File: config.mk
export PLATFORM = sky130hd
export DESIGN_NAME = ais_binary_message_sentence_encoder
export DESIGN_NICKNAME = d
export VERILOG_FILES = /design/src/design/aisbm_pkg.sv /design/src/design/ais_binary_message_sentence_encoder.sv /design/src/design/aisbm_front.sv /design/src/design/aisbm_back.sv
export SDC_FILE = /design/constraint.sdc
export NUM_CORES = 1
export LEC_CHECK = 0
export ABC_AREA = 1
export BUFFER_PORTS_ARGS = -buffer_cell sky130_fd_sc_hd__buf_2
export CAP_MARGIN = 20
export CORE_ASPECT_RATIO = 1.2
export CORE_UTILIZATION = 55
export DETAILED_ROUTE_END_ITERATION = 10
export HOLD_SLACK_MARGIN = 0.12
export PLACE_DENSITY = 0.77
export SLEW_MARGIN = 20
export SYNTH_ARGS = -nofsm -noshare
export SYNTH_HDL_FRONTEND = slang
export SYNTH_SLANG_ARGS = --single-unit
File: constraint.sdc
create_clock -name clk_i -period 5.8 [get_ports clk_i]
set_input_delay 0.87 -clock clk_i [delete_from_list [all_inputs] [get_ports clk_i]]
set_output_delay 0.87 -clock clk_i [all_outputs]
set_load 0.01 [all_outputs]
File: src/design/aisbm_pkg.sv
`timescale 1ns / 1ps
`default_nettype none
// ----------------------------------------------------------------------------
// aisbm_pkg
// Shared types, constants and helper functions of the AIS binary message
// sentence encoder.
// ----------------------------------------------------------------------------
package aisbm_pkg;

  localparam int unsigned MAX_PAYLOAD_BITS = 952;
  localparam int unsigned MAX_SENTENCES    = 9;

  localparam int unsigned FIRST_LIMIT_ABM = 288;
  localparam int unsigned FIRST_LIMIT_BBM = 348;
  localparam int unsigned NEXT_LIMIT_STEP = 360;
  localparam int unsigned BIT_LIMIT_MAX   = 1023;

  // One decimal digit weight of the nine-digit identity, top position.
  localparam int unsigned DEC_TOP  = 100000000;
  localparam int unsigned DEC_WRAP = 1000000000;

  localparam int unsigned CFG_IDX_W = 1;

  // Configuration register indexes.
  localparam logic [CFG_IDX_W-1:0] REG_TALKER_FIRST  = 1'b0;
  localparam logic [CFG_IDX_W-1:0] REG_TALKER_SECOND = 1'b1;

  localparam logic [7:0] TALKER_FIRST_RST  = 8'd69;
  localparam logic [7:0] TALKER_SECOND_RST = 8'd73;

  // Error codes.
  localparam logic [1:0] ERR_NONE     = 2'd0;
  localparam logic [1:0] ERR_TOO_LONG = 2'd1;
  localparam logic [1:0] ERR_CHANNEL  = 2'd2;
  localparam logic [1:0] ERR_MSG_ID   = 2'd3;

  // Message ids.
  localparam logic [5:0] ID_ADDR_A  = 6'd6;
  localparam logic [5:0] ID_BCAST_A = 6'd8;
  localparam logic [5:0] ID_ADDR_B  = 6'd12;
  localparam logic [5:0] ID_BCAST_B = 6'd14;

  // Characters.
  localparam logic [7:0] CH_BANG  = 8'h21;
  localparam logic [7:0] CH_COMMA = 8'h2C;
  localparam logic [7:0] CH_STAR  = 8'h2A;
  localparam logic [7:0] CH_CR    = 8'h0D;
  localparam logic [7:0] CH_LF    = 8'h0A;
  localparam logic [7:0] CH_ZERO  = 8'h30;
  localparam logic [7:0] CH_ONE   = 8'h31;
  localparam logic [7:0] CH_A     = 8'h41;
  localparam logic [7:0] CH_B     = 8'h42;
  localparam logic [7:0] CH_M     = 8'h4D;

  typedef enum logic [3:0] {
    S_IDLE,
    S_ERR,
    S_OPEN,
    S_MMSI,
    S_HDR,
    S_GAP,
    S_CHECK,
    S_PAD,
    S_CLOSE,
    S_BIT,
    S_FLUSH
  } state_e;

  // Queue entry: one input item with its header already classified.
  typedef struct packed {
    logic        first;
    logic [7:0]  data;
    logic [29:0] mmsi;
    logic [5:0]  id;
    logic [1:0]  chan;
    logic [9:0]  bits;
    logic [1:0]  err;
    logic        addr;
    logic [3:0]  total;
    logic [9:0]  limit;
    logic [2:0]  fill;
  } item_t;

  // One result character with its flags.
  typedef struct packed {
    logic [7:0] ch;
    logic       sent_end;
    logic       msg_end;
    logic [1:0] err;
  } res_t;

  function automatic logic [7:0] armor(input logic [5:0] v);
    logic [7:0] w;
    w = {2'b00, v};
    return (v < 6'd40) ? w + 8'd48 : w + 8'd56;
  endfunction

  function automatic logic [7:0] hex_char(input logic [3:0] v);
    logic [7:0] w;
    w = {4'h0, v};
    return (v < 4'd10) ? w + CH_ZERO : w + 8'd55;
  endfunction

endpackage
`default_nettype wire

File: src/design/ais_binary_message_sentence_encoder.sv
`timescale 1ns / 1ps
`default_nettype none
// ----------------------------------------------------------------------------
// ais_binary_message_sentence_encoder
// Turns AIS binary message payload bytes into NMEA ABM/BBM sentence text.
// ----------------------------------------------------------------------------
// Feed one payload byte per item, the first one flagged with first_of_message
// and carrying the header (destination MMSI, message id, channel, bit count).
// The block streams ASCII characters of the ABM (ids 6, 12) or BBM (ids 8, 14)
// sentences, one per output item, with sentence_end on each closing LF,
// message_end on the last character of the message and run_last on the last
// character caused by each input item. A bad header gives a single item with
// out_char 0 and an error code. Timing: the sequencer handles one payload bit
// per cycle and one header or trailer character per cycle. A payload byte is
// taken from the queue, its bits are walked one by one and its held last
// character is released, plus a check step where a sentence boundary or the
// end of the message falls. Each sentence header, with the destination MMSI
// in the first one of an addressed message, ends in a check step. At the end
// of the message a pad step for the padded last symbol comes before the
// trailer. Output stalls hold the sequencer once a character is waiting in
// the hold stage. A two-entry input queue in front of the sequencer and an
// output register behind it let either side stall alone. The user must write
// the talker characters through the configuration port only while the block
// is idle; the block itself does not enforce this.
// ----------------------------------------------------------------------------
module ais_binary_message_sentence_encoder (
  input  logic                            clk_i,
  input  logic                            rst_ni,
  input  logic                            cfg_valid_i,
  output logic                            cfg_ready_o,
  input  logic [aisbm_pkg::CFG_IDX_W-1:0] cfg_index_i,
  input  logic [7:0]                      cfg_data_i,
  input  logic                            in_valid_i,
  output logic                            in_ready_o,
  input  logic                            first_of_message_i,
  input  logic [7:0]                      payload_byte_i,
  input  logic [29:0]                     dest_mmsi_i,
  input  logic [5:0]                      message_id_i,
  input  logic [2:0]                      radio_channel_i,
  input  logic [9:0]                      bit_count_i,
  output logic                            out_valid_o,
  input  logic                            out_ready_i,
  output logic [7:0]                      out_char_o,
  output logic                            sentence_end_o,
  output logic                            message_end_o,
  output logic                            run_last_o,
  output logic [1:0]                      error_code_o
);
  import aisbm_pkg::*;

  logic [7:0] talker_first_q, talker_second_q;
  item_t      item;
  logic       item_valid, item_pop;

  // Configuration writes are always taken.
  assign cfg_ready_o = 1'b1;

  always_ff @(posedge clk_i or negedge rst_ni) begin
    if (!rst_ni) begin
      talker_first_q  <= TALKER_FIRST_RST;
      talker_second_q <= TALKER_SECOND_RST;
    end else if (cfg_valid_i) begin
      unique case (cfg_index_i)
        REG_TALKER_FIRST:  talker_first_q  <= cfg_data_i;
        REG_TALKER_SECOND: talker_second_q <= cfg_data_i;
        default: begin
        end
      endcase
    end
  end

  // Front: accept, classify the header, queue.
  aisbm_front u_front (
    .clk_i              (clk_i),
    .rst_ni             (rst_ni),
    .in_valid_i         (in_valid_i),
    .in_ready_o         (in_ready_o),
    .first_of_message_i (first_of_message_i),
    .payload_byte_i     (payload_byte_i),
    .dest_mmsi_i        (dest_mmsi_i),
    .message_id_i       (message_id_i),
    .radio_channel_i    (radio_channel_i),
    .bit_count_i        (bit_count_i),
    .item_o             (item),
    .item_valid_o       (item_valid),
    .item_pop_i         (item_pop)
  );

  // Back: sequence the sentence characters.
  aisbm_back u_back (
    .clk_i           (clk_i),
    .rst_ni          (rst_ni),
    .item_i          (item),
    .item_valid_i    (item_valid),
    .item_pop_o      (item_pop),
    .talker_first_i  (talker_first_q),
    .talker_second_i (talker_second_q),
    .out_valid_o     (out_valid_o),
    .out_ready_i     (out_ready_i),
    .out_char_o      (out_char_o),
    .sentence_end_o  (sentence_end_o),
    .message_end_o   (message_end_o),
    .run_last_o      (run_last_o),
    .error_code_o    (error_code_o)
  );

  // An error item stands alone: it ends the message and the input item.
  assert property (@(posedge clk_i) disable iff (!rst_ni)
    out_valid_o && (error_code_o != ERR_NONE) |-> message_end_o && run_last_o)
    else $error("error item without message end or run last");

  // Every sentence closes on a line feed.
  assert property (@(posedge clk_i) disable iff (!rst_ni)
    out_valid_o && sentence_end_o |-> out_char_o == CH_LF)
    else $error("sentence end on a character other than LF");

  // A message that completes normally ends on a sentence end, and that
  // character is the last one of its input item.
  assert property (@(posedge clk_i) disable iff (!rst_ni)
    out_valid_o && message_end_o && (error_code_o == ERR_NONE)
      |-> sentence_end_o && run_last_o)
    else $error("message end outside a closing line feed");

endmodule
`default_nettype wire

File: src/design/aisbm_front.sv
`timescale 1ns / 1ps
`default_nettype none
// ----------------------------------------------------------------------------
// aisbm_front
// Input side: accept items, classify message headers and queue them for the
// sentence sequencer.
// ----------------------------------------------------------------------------
module aisbm_front (
  input  logic               clk_i,
  input  logic               rst_ni,
  input  logic               in_valid_i,
  output logic               in_ready_o,
  input  logic               first_of_message_i,
  input  logic [7:0]         payload_byte_i,
  input  logic [29:0]        dest_mmsi_i,
  input  logic [5:0]         message_id_i,
  input  logic [2:0]         radio_channel_i,
  input  logic [9:0]         bit_count_i,
  output aisbm_pkg::item_t   item_o,
  output logic               item_valid_o,
  input  logic               item_pop_i
);
  import aisbm_pkg::*;

  item_t       cls;
  logic        addr;
  logic [10:0] lim_w;
  logic [10:0] bits_w;
  logic [3:0]  need;
  logic [21:0] prod;
  logic [7:0]  quot;
  logic [9:0]  rem_w;
  logic [2:0]  rem;

  item_t       entry_q [2];
  logic        wr_q, rd_q;
  logic [1:0]  cnt_q;
  logic        push;

  always_comb begin
    addr   = (message_id_i == ID_ADDR_A) || (message_id_i == ID_ADDR_B);
    lim_w  = addr ? 11'(FIRST_LIMIT_ABM) : 11'(FIRST_LIMIT_BBM);
    bits_w = {1'b0, bit_count_i};
    // Sentences needed: one, plus one per started step beyond the first limit.
    need   = 4'd1 + {3'b0, bits_w > lim_w}
                  + {3'b0, bits_w > lim_w + 11'(NEXT_LIMIT_STEP)}
                  + {3'b0, bits_w > lim_w + 11'(2 * NEXT_LIMIT_STEP)};
    // bit_count mod 6 by reciprocal multiply; exact for ten-bit values.
    prod   = 22'(bit_count_i) * 22'd2731;
    quot   = prod[21:14];
    rem_w  = bit_count_i - (10'({quot, 2'b00}) + 10'({quot, 1'b0}));
    rem    = rem_w[2:0];

    cls.first = first_of_message_i;
    cls.data  = payload_byte_i;
    cls.mmsi  = (dest_mmsi_i >= 30'(DEC_WRAP)) ? dest_mmsi_i - 30'(DEC_WRAP)
                                                 : dest_mmsi_i;
    cls.id    = message_id_i;
    cls.chan  = radio_channel_i[1:0];
    cls.bits  = bit_count_i;
    cls.addr  = addr;
    cls.limit = lim_w[9:0];
    cls.total = (need > 4'(MAX_SENTENCES)) ? 4'(MAX_SENTENCES) : need;
    cls.fill  = (rem == 3'd0) ? 3'd0 : 3'd6 - rem;
    if (bit_count_i > 10'(MAX_PAYLOAD_BITS)) begin
      cls.err = ERR_TOO_LONG;
    end else if (radio_channel_i >= 3'd4) begin
      cls.err = ERR_CHANNEL;
    end else if (!addr && message_id_i != ID_BCAST_A && message_id_i != ID_BCAST_B) begin
      cls.err = ERR_MSG_ID;
    end else begin
      cls.err = ERR_NONE;
    end
  end

  assign in_ready_o   = (cnt_q != 2'd2);
  assign push         = in_valid_i && in_ready_o;
  assign item_valid_o = (cnt_q != 2'd0);
  assign item_o       = entry_q[rd_q];

  always_ff @(posedge clk_i or negedge rst_ni) begin
    if (!rst_ni) begin
      wr_q  <= 1'b0;
      rd_q  <= 1'b0;
      cnt_q <= 2'd0;
    end else begin
      if (push) begin
        wr_q <= ~wr_q;
      end
      if (item_pop_i) begin
        rd_q <= ~rd_q;
      end
      cnt_q <= cnt_q + {1'b0, push} - {1'b0, item_pop_i};
    end
  end

  always_ff @(posedge clk_i) begin
    if (push) begin
      entry_q[wr_q] <= cls;
    end
  end

endmodule
`default_nettype wire

File: src/design/aisbm_back.sv
`timescale 1ns / 1ps
`default_nettype none
// ----------------------------------------------------------------------------
// aisbm_back
// Sentence sequencer: walks the header, payload bits and trailer of each
// sentence and hands characters to a one-deep hold stage and output register.
// ----------------------------------------------------------------------------
module aisbm_back (
  input  logic              clk_i,
  input  logic              rst_ni,
  input  aisbm_pkg::item_t  item_i,
  input  logic              item_valid_i,
  output logic              item_pop_o,
  input  logic [7:0]        talker_first_i,
  input  logic [7:0]        talker_second_i,
  output logic              out_valid_o,
  input  logic              out_ready_i,
  output logic [7:0]        out_char_o,
  output logic              sentence_end_o,
  output logic              message_end_o,
  output logic              run_last_o,
  output logic [1:0]        error_code_o
);
  import aisbm_pkg::*;

  state_e      state_q, state_d;
  logic [4:0]  k_q, k_d;
  logic [3:0]  seq_q, seq_d;
  logic [9:0]  pos_q, pos_d;
  logic [5:0]  res_q, res_d;
  logic [2:0]  cnt_q, cnt_d;
  logic [3:0]  idx_q, idx_d;
  logic [3:0]  tot_q, tot_d;
  logic [9:0]  lim_q, lim_d;
  logic [7:0]  csum_q, csum_d;
  logic [29:0] mm_q, mm_d;
  logic [5:0]  id_q, id_d;
  logic [1:0]  chan_q, chan_d;
  logic [9:0]  bits_q, bits_d;
  logic [2:0]  fill_q, fill_d;
  logic [1:0]  err_q, err_d;
  logic        addr_q, addr_d;
  logic        busy_q, busy_d;
  logic [7:0]  data_q, data_d;
  logic [2:0]  bit_q, bit_d;
  logic        more_q, more_d;
  logic        final_q, final_d;

  logic        hold_v_q, out_v_q;
  res_t        hold_q, out_q;
  logic        out_rl_q;

  res_t        e_res;
  logic        emit, e_sum;
  logic        out_free, go, do_push, do_flush;

  logic        final_cond, hit_next, cur_bit;
  logic [5:0]  res_next, pad_sym;
  logic [3:0]  mm_dig;
  logic [29:0] mm_sub, mm_rem;
  logic [10:0] lim_sum;
  logic [10:0] pos_inc;

  // ---- helpers --------------------------------------------------------------
  always_comb begin
    mm_dig = 4'd0;
    mm_sub = 30'd0;
    for (int d = 1; d < 10; d++) begin
      if (mm_q >= 30'(d * DEC_TOP)) begin
        mm_dig = 4'(d);
        mm_sub = 30'(d * DEC_TOP);
      end
    end
    mm_rem     = mm_q - mm_sub;
    cur_bit    = data_q[bit_q];
    res_next   = {res_q[4:0], cur_bit};
    pad_sym    = 6'(res_q << (3'd6 - cnt_q));
    pos_inc    = {1'b0, pos_q} + 11'd1;
    lim_sum    = {1'b0, lim_q} + 11'(NEXT_LIMIT_STEP);
    final_cond = (pos_q >= bits_q)
              || ((pos_q >= lim_q) && ({1'b0, idx_q} + 5'd1 >= {1'b0, tot_q}));
    hit_next   = (pos_inc >= {1'b0, bits_q}) || (pos_inc >= {1'b0, lim_q});
  end

  // ---- character outputs per state ------------------------------------------
  always_comb begin
    emit        = 1'b0;
    e_sum       = 1'b1;
    e_res.ch    = CH_COMMA;
    e_res.sent_end = 1'b0;
    e_res.msg_end  = 1'b0;
    e_res.err   = ERR_NONE;
    unique case (state_q)
      S_ERR: begin
        emit          = 1'b1;
        e_sum         = 1'b0;
        e_res.ch      = 8'd0;
        e_res.msg_end = 1'b1;
        e_res.err     = err_q;
      end
      S_OPEN: begin
        emit  = 1'b1;
        e_sum = (k_q != 5'd0);
        case (k_q)
          5'd0:    e_res.ch = CH_BANG;
          5'd1:    e_res.ch = talker_first_i;
          5'd2:    e_res.ch = talker_second_i;
          5'd3:    e_res.ch = addr_q ? CH_A : CH_B;
          5'd4:    e_res.ch = CH_B;
          5'd5:    e_res.ch = CH_M;
          5'd7:    e_res.ch = CH_ZERO + {4'h0, tot_q};
          5'd9:    e_res.ch = CH_ZERO + {4'h0, idx_q} + 8'd1;
          5'd11:   e_res.ch = CH_ZERO + {4'h0, seq_q};
          default: e_res.ch = CH_COMMA;
        endcase
      end
      S_MMSI: begin
        emit     = 1'b1;
        e_res.ch = (k_q < 5'd9) ? CH_ZERO + {4'h0, mm_dig} : CH_COMMA;
      end
      S_HDR: begin
        emit = 1'b1;
        case (k_q)
          5'd0:    e_res.ch = CH_ZERO + {6'h0, chan_q};
          5'd2:    e_res.ch = (id_q >= 6'd10) ? CH_ONE : CH_ZERO + {2'b00, id_q};
          5'd3:    e_res.ch = CH_ZERO + {2'b00, id_q - 6'd10};
          default: e_res.ch = CH_COMMA;
        endcase
      end
      S_GAP: begin
        emit = 1'b1;
      end
      S_PAD: begin
        emit     = (cnt_q != 3'd0) || (bits_q == 10'd0);
        e_res.ch = (cnt_q != 3'd0) ? armor(pad_sym) : CH_ZERO;
      end
      S_CLOSE: begin
        emit  = 1'b1;
        e_sum = (k_q < 5'd2);
        case (k_q)
          5'd1:    e_res.ch = CH_ZERO + {5'h0, (final_q ? fill_q : 3'd0)};
          5'd2:    e_res.ch = CH_STAR;
          5'd3:    e_res.ch = hex_char(csum_q[7:4]);
          5'd4:    e_res.ch = hex_char(csum_q[3:0]);
          5'd5:    e_res.ch = CH_CR;
          5'd6: begin
            e_res.ch       = CH_LF;
            e_res.sent_end = 1'b1;
            e_res.msg_end  = final_q;
          end
          default: e_res.ch = CH_COMMA;
        endcase
      end
      S_BIT: begin
        emit     = (cnt_q == 3'd5);
        e_res.ch = armor(res_next);
      end
      default: begin
        emit = 1'b0;
      end
    endcase
  end

  assign out_free   = !out_v_q || out_ready_i;
  assign go         = (state_q == S_FLUSH) ? (!hold_v_q || out_free)
                                           : (!emit || !hold_v_q || out_free);
  assign do_push    = emit && go;
  assign do_flush   = (state_q == S_FLUSH) && hold_v_q && out_free;
  assign item_pop_o = (state_q == S_IDLE) && item_valid_i;

  // ---- next state -----------------------------------------------------------
  always_comb begin
    state_d = state_q;
    k_d     = k_q;
    if (go) begin
      unique case (state_q)
        S_IDLE: begin
          k_d = 5'd0;
          if (item_valid_i) begin
            if (item_i.first) begin
              state_d = (item_i.err != ERR_NONE) ? S_ERR : S_OPEN;
            end else if (busy_q) begin
              state_d = S_BIT;
            end
          end
        end
        S_ERR: state_d = S_FLUSH;
        S_OPEN: begin
          if (k_q == 5'd12) begin
            k_d     = 5'd0;
            state_d = (idx_q != 4'd0) ? S_GAP : (addr_q ? S_MMSI : S_HDR);
          end else begin
            k_d = k_q + 5'd1;
          end
        end
        S_MMSI: begin
          if (k_q == 5'd9) begin
            k_d     = 5'd0;
            state_d = S_HDR;
          end else begin
            k_d = k_q + 5'd1;
          end
        end
        S_HDR: begin
          if (k_q == 5'd4) begin
            state_d = S_CHECK;
          end else if (k_q == 5'd2 && id_q < 6'd10) begin
            k_d = 5'd4;
          end else begin
            k_d = k_q + 5'd1;
          end
        end
        S_GAP: begin
          if (k_q == (addr_q ? 5'd2 : 5'd1)) begin
            state_d = S_CHECK;
          end else begin
            k_d = k_q + 5'd1;
          end
        end
        S_CHECK: begin
          k_d = 5'd0;
          if (final_cond) begin
            state_d = S_PAD;
          end else if (pos_q >= lim_q) begin
            state_d = S_CLOSE;
          end else if (more_q) begin
            state_d = S_BIT;
          end else begin
            state_d = S_FLUSH;
          end
        end
        S_PAD: begin
          k_d     = 5'd0;
          state_d = S_CLOSE;
        end
        S_CLOSE: begin
          if (k_q == 5'd6) begin
            k_d     = 5'd0;
            state_d = final_q ? S_FLUSH : S_OPEN;
          end else begin
            k_d = k_q + 5'd1;
          end
        end
        S_BIT: begin
          if (hit_next) begin
            state_d = S_CHECK;
          end else if (bit_q != 3'd0) begin
            state_d = S_BIT;
          end else begin
            state_d = S_FLUSH;
          end
        end
        S_FLUSH: state_d = S_IDLE;
        default: state_d = S_IDLE;
      endcase
    end
  end

  // ---- datapath next values -------------------------------------------------
  always_comb begin
    seq_d = seq_q;   pos_d = pos_q;   res_d = res_q;   cnt_d = cnt_q;
    idx_d = idx_q;   tot_d = tot_q;   lim_d = lim_q;   csum_d = csum_q;
    mm_d = mm_q;     id_d = id_q;     chan_d = chan_q; bits_d = bits_q;
    fill_d = fill_q; err_d = err_q;   addr_d = addr_q; busy_d = busy_q;
    data_d = data_q; bit_d = bit_q;   more_d = more_q; final_d = final_q;

    if (do_push && e_sum) begin
      csum_d = csum_q ^ e_res.ch;
    end
    if (go) begin
      case (state_q)
        S_IDLE: begin
          if (item_valid_i) begin
            data_d = item_i.data;
            bit_d  = 3'd7;
            more_d = 1'b1;
            if (item_i.first) begin
              mm_d   = item_i.mmsi;
              id_d   = item_i.id;
              chan_d = item_i.chan;
              bits_d = item_i.bits;
              fill_d = item_i.fill;
              err_d  = item_i.err;
              addr_d = item_i.addr;
              tot_d  = item_i.total;
              lim_d  = item_i.limit;
              busy_d = (item_i.err == ERR_NONE);
              if (item_i.err == ERR_NONE) begin
                // Wrap the sequence id into the range of this message type.
                if (item_i.addr) begin
                  seq_d = {2'b00, seq_q[1:0]};
                end else if (seq_q >= 4'd10) begin
                  seq_d = seq_q - 4'd10;
                end
                pos_d = 10'd0;
                res_d = 6'd0;
                cnt_d = 3'd0;
                idx_d = 4'd0;
              end
            end
          end
        end
        S_OPEN: begin
          if (k_q == 5'd0) begin
            csum_d = 8'd0;
          end
        end
        S_MMSI: begin
          if (k_q < 5'd9) begin
            mm_d = 30'({mm_rem, 3'b000}) + 30'({mm_rem, 1'b0});
          end
        end
        S_CHECK: begin
          final_d = final_cond;
        end
        S_PAD: begin
          cnt_d = 3'd0;
          res_d = 6'd0;
        end
        S_CLOSE: begin
          if (k_q == 5'd6) begin
            if (final_q) begin
              busy_d = 1'b0;
              seq_d  = seq_q + 4'd1;
            end else begin
              idx_d = idx_q + 4'd1;
              lim_d = (lim_sum > 11'(BIT_LIMIT_MAX)) ? 10'(BIT_LIMIT_MAX) : lim_sum[9:0];
            end
          end
        end
        S_BIT: begin
          pos_d  = pos_inc[9:0];
          bit_d  = bit_q - 3'd1;
          more_d = (bit_q != 3'd0);
          if (cnt_q == 3'd5) begin
            cnt_d = 3'd0;
            res_d = 6'd0;
          end else begin
            cnt_d = cnt_q + 3'd1;
            res_d = res_next;
          end
        end
        default: begin
        end
      endcase
    end
  end

  always_ff @(posedge clk_i or negedge rst_ni) begin
    if (!rst_ni) begin
      state_q <= S_IDLE;  k_q <= 5'd0;    seq_q <= 4'd0;   pos_q <= 10'd0;
      res_q <= 6'd0;      cnt_q <= 3'd0;  idx_q <= 4'd0;   tot_q <= 4'd0;
      lim_q <= 10'd0;     csum_q <= 8'd0; mm_q <= 30'd0;   id_q <= 6'd0;
      chan_q <= 2'd0;     bits_q <= 10'd0; fill_q <= 3'd0; err_q <= ERR_NONE;
      addr_q <= 1'b0;     busy_q <= 1'b0; data_q <= 8'd0;  bit_q <= 3'd0;
      more_q <= 1'b0;     final_q <= 1'b0;
      hold_v_q <= 1'b0;   out_v_q <= 1'b0;
    end else begin
      state_q <= state_d; k_q <= k_d;       seq_q <= seq_d;   pos_q <= pos_d;
      res_q <= res_d;     cnt_q <= cnt_d;   idx_q <= idx_d;   tot_q <= tot_d;
      lim_q <= lim_d;     csum_q <= csum_d; mm_q <= mm_d;     id_q <= id_d;
      chan_q <= chan_d;   bits_q <= bits_d; fill_q <= fill_d; err_q <= err_d;
      addr_q <= addr_d;   busy_q <= busy_d; data_q <= data_d; bit_q <= bit_d;
      more_q <= more_d;   final_q <= final_d;
      if (do_push) begin
        hold_v_q <= 1'b1;
      end else if (do_flush) begin
        hold_v_q <= 1'b0;
      end
      if ((do_push && hold_v_q) || do_flush) begin
        out_v_q <= 1'b1;
      end else if (out_ready_i) begin
        out_v_q <= 1'b0;
      end
    end
  end

  // Hold one character back so the last one of an item can carry run_last.
  always_ff @(posedge clk_i) begin
    if (do_push) begin
      hold_q <= e_res;
    end
    if ((do_push && hold_v_q) || do_flush) begin
      out_q    <= hold_q;
      out_rl_q <= do_flush;
    end
  end

  assign out_valid_o    = out_v_q;
  assign out_char_o     = out_q.ch;
  assign sentence_end_o = out_q.sent_end;
  assign message_end_o  = out_q.msg_end;
  assign run_last_o     = out_rl_q;
  assign error_code_o   = out_q.err;

endmodule
`default_nettype wire
==> results.json <==
{
  "fin_skew_ns": 0.0183,
  "ys_ff_latch": 305,
  "cts_made_buffers": 34,
  "timing.final.ws_setup_ns": 0.422,
  "clock_path_buffers": 3,
  "async_flop_share": 0.479,
  "wl_per_cell_um": 17.4,
  "grt_pass1_vias": 17700,
  "ys.flop_type": "edfxtp_1",
  "synth_compound_area_frac": 0.139,
  "drc": 0,
  "syn-cell-area_um2": 21100,
  "fin_crit_sh": 0.927,
  "track_usage": 0.286,
  "postSynthCellCount": 2599,
  "setup_viol": 0,
  "synth-warning-count": 0,
  "crit_family": "compound AO/OA/AOI/OAI gates",
  "firstDrtPassIters": 6,
  "vias_per_cell": 5.75,
  "synth_top_family_by_area": "simple AND/OR/NAND/NOR gates",
  "fin_cells": 3199,
  "cp_data_arrival_time_ns": 5.74,
  "via_count": 18400,
  "critPathRequiredTime_ns": 6.16,
  "avgSynthCellArea_um2": 8.12,
  "synthAdderAreaFrac": 0.137,
  "synth_edf_count": 159,
  "r2r_cells": 29,
  "synthMuxAreaShare": 0.00332,
  "max_freq_mhz": 186,
  "critPathKind": "reg2reg",
  "crit_path_frequent_cell": "nand2_1",
  "tns_ns": 0,
  "antenna_cells": 0,
  "gr-total-overflow": 0,
  "clk_pin_slew_ns": 0.06,
  "cp_max_fo": 6,
  "worst_pin_slew_ns": 1.03,
  "cts_tree": "built",
  "finalHoldViolCount": 0,
  "hold_path.class": "in2async",
  "final_antenna_net_count": 0,
  "yosys.area_share.simple": 0.215,
  "ctsHtreeMaxLevel": 2,
  "die_h_um": 217,
  "fin_nets": 2981,
  "fillers": 3275,
  "wirelength_mm": 55.6,
  "start_util": 0.559,
  "core_um2": 37800,
  "dpl.cell_count": 3137,
  "io_buffers": 86,
  "drv_slew": 0,
  "hpwlAfterDp_mm": 42.9,
  "period_minus_slack_ns": 5.38,
  "seq_area_frac_synth": 0.400,
  "rows": 78,
  "cp.depth": 29,
  "hold_buffers": 0,
  "synth-xor-area-share": 0.0315,
  "drt_iter0_markers": 1646,
  "critPathMaxStageDelay_ns": 0.48,
  "cp.buffers_inverters": 2,
  "grt_max_degree": 72,
  "slowest_stage": "dfrtp_1",
  "grt_pass1_wl_mm": 90.1,
  "syn_nets": 2886,
  "worst_setup_path_start_kind": "flop",
  "clkLatencyLatePin_ns": 0.54,
  "io_pins": 88,
  "status": "completed",
  "dieWidth_um": 181,
  "die_area_um2": 39200,
  "cts_num_sinks": 305,
  "antenna_found_initial": 0,
  "max_cap_viol_count": 0,
  "slew_headroom": 0.311,
  "yosysUniqueCellTypes": 66,
  "clockRootBuffer": "clkbuf_16",
  "gp_congestion": 0.976,
  "drive_gt1_frac": 0.0905,
  "crit_path_end_kind": "flop",
  "pre_cts_ws_ns": 0.0955,
  "syn2layout_area_growth_pct": 10.2
}
==> cells in the final DEF (no fill, tap or decap), drive strengths merged, types with 38 or more instances in the layout <==
master	synthesis	final
ha	187	187
dfrtp	140	140
nand3	108	108
nor2	295	295
a31oi	38	38
clkbuf	24	44
buf	24	107
nand2	586	586
a21oi	157	157
edfxtp	159	159
inv	355	357
o21ai	194	194
xor2	50	50
==> cell usage after synthesis (8+ instances only) <==
| master | number | area, um^2 |
|---|---|---|
| a211oi_1 | 8 | 60.1 |
| a21oi_1 | 157 | 786 |
| a22oi_1 | 11 | 82.6 |
| a31oi_1 | 38 | 238 |
| buf_2 | 15 | 75.1 |
| clkbuf_1 | 24 | 90.1 |
| dfrtp_1 | 140 | 3500 |
| edfxtp_1 | 159 | 4770 |
| fa_1 | 28 | 561 |
| ha_1 | 187 | 2340 |
| inv_1 | 330 | 1240 |
| inv_2 | 25 | 93.8 |
| nand2_1 | 576 | 2160 |
| nand2_2 | 10 | 62.6 |
| nand3_1 | 106 | 531 |
| nand4_1 | 30 | 188 |
| nor2_1 | 279 | 1050 |
| nor2_2 | 12 | 75.1 |
| nor3_1 | 26 | 130 |
| nor4_1 | 15 | 93.8 |
| o211ai_1 | 21 | 158 |
| o21ai_0 | 147 | 736 |
| o21ai_1 | 45 | 225 |
| o22ai_1 | 16 | 100 |
| o31ai_1 | 15 | 113 |
| xnor2_1 | 26 | 228 |
| xor2_1 | 50 | 438 |
==> layer usage <==
| metal | wire [um] | vias up | GRT usage |
|---|---|---|---|
| li1 | - | 8931 | - |
| met2 | 25800 | 690 | 0.474 |
| met5 | 0 | - | 0 |
| met3 | 3410 | 106 | 0.0333 |
| met4 | 1580 | 0 | 0.0954 |
| met1 | 24800 | 8676 | 0.390 |
==> metrics by stage <==
stage,area (um^2),hold slack (ns),util
floorplan,21100,0.400,-
global placement,22100,0.406,0.585
detailed placement,22100,0.405,0.585
CTS,23200,0.389,0.614
global route,23300,0.405,0.616
finish,23300,0.352,0.616
==> worst reg2reg max path: cells and delay by family (launching register included) <==
kind                       cells  cell delay [ns]
AOI/OAI and AO/OA             12             1.95
and+or+nand+nor               13             1.80
adders and majority gates      2             0.74
DFF                            1             0.48
buffers and inverters          2             0.23
==> final cells by class <==
cell class | instances | area (um^2) | share of cell area
sequential | 305 | 8440 | 0.363
clock inverter | 17 | 166 | 0.00715
timing repair buffer | 107 | 614 | 0.0264
clock buffer | 44 | 950 | 0.0408
tap | 480 | 601 | 0.0258
multi-input combinational | 1891 | 11200 | 0.480
inverter | 355 | 1330 | 0.0573
==> registers in the layout, summed over array words and instances (netlist names), 4 cells and up <==
name and cells:
u_back.bits_q 10, u_back.k_q 5, u_back.out_char_o 8, talker_first_q 8
talker_second_q 8, u_back.seq_q 4, u_back.hold_q 12, u_back.idx_q 4
u_front.entry_q 134, u_back.mm_q 30, u_back.data_q 8, u_back.res_q 6
u_back.csum_q 8, u_back.lim_q 9, u_back.id_q 6, u_back.pos_q 10
u_back.state_q 4
==> what timing repair did <==
action	4_1_cts	5_1_grt
endpoints found under the setup margin	0	6
setup buffers	0	0
gates resized for setup	0	13
==> final timing paths <==
path                                              from                              to  slack [ns]
max reg2reg                u_back.mm_q[15]$_DFFE_PN0P_     u_back.mm_q[27]$_DFFE_PN0P_        0.42
max in group asynchronous                       rst_ni     u_back.mm_q[28]$_DFFE_PN0P_        4.37
min                                             rst_ni     u_back.idx_q[0]$_DFFE_PN0P_        0.35
min reg2reg                u_back.hold_q[10]$_DFFE_PP_  u_back.out_char_o[6]$_DFFE_PP_        0.42
max                        u_back.mm_q[15]$_DFFE_PN0P_     u_back.mm_q[27]$_DFFE_PN0P_        0.42
min in group clk_i         u_back.hold_q[10]$_DFFE_PP_  u_back.out_char_o[6]$_DFFE_PP_        0.42
==> logic make-up (layout without fill, tap and decap cells) <==
| group | after synthesis | count (layout) |
|---|---|---|
| flip-flops | 305 | 305 |
| multiplexers | 7 | 7 |
| adder cells (fa/ha/maj) | 215 | 215 |
| AND/OR/NAND/NOR | 1083 | 1083 |
| buffers and inverters | 403 | 523 |
| AO/OA/AOI/OAI | 509 | 509 |
| XOR/XNOR | 76 | 76 |
| other | 1 | 1 |
Power is left out: the tool's default activity adds up to more than one toggle a clock period on the data nets, which glitch-free logic cannot reach.
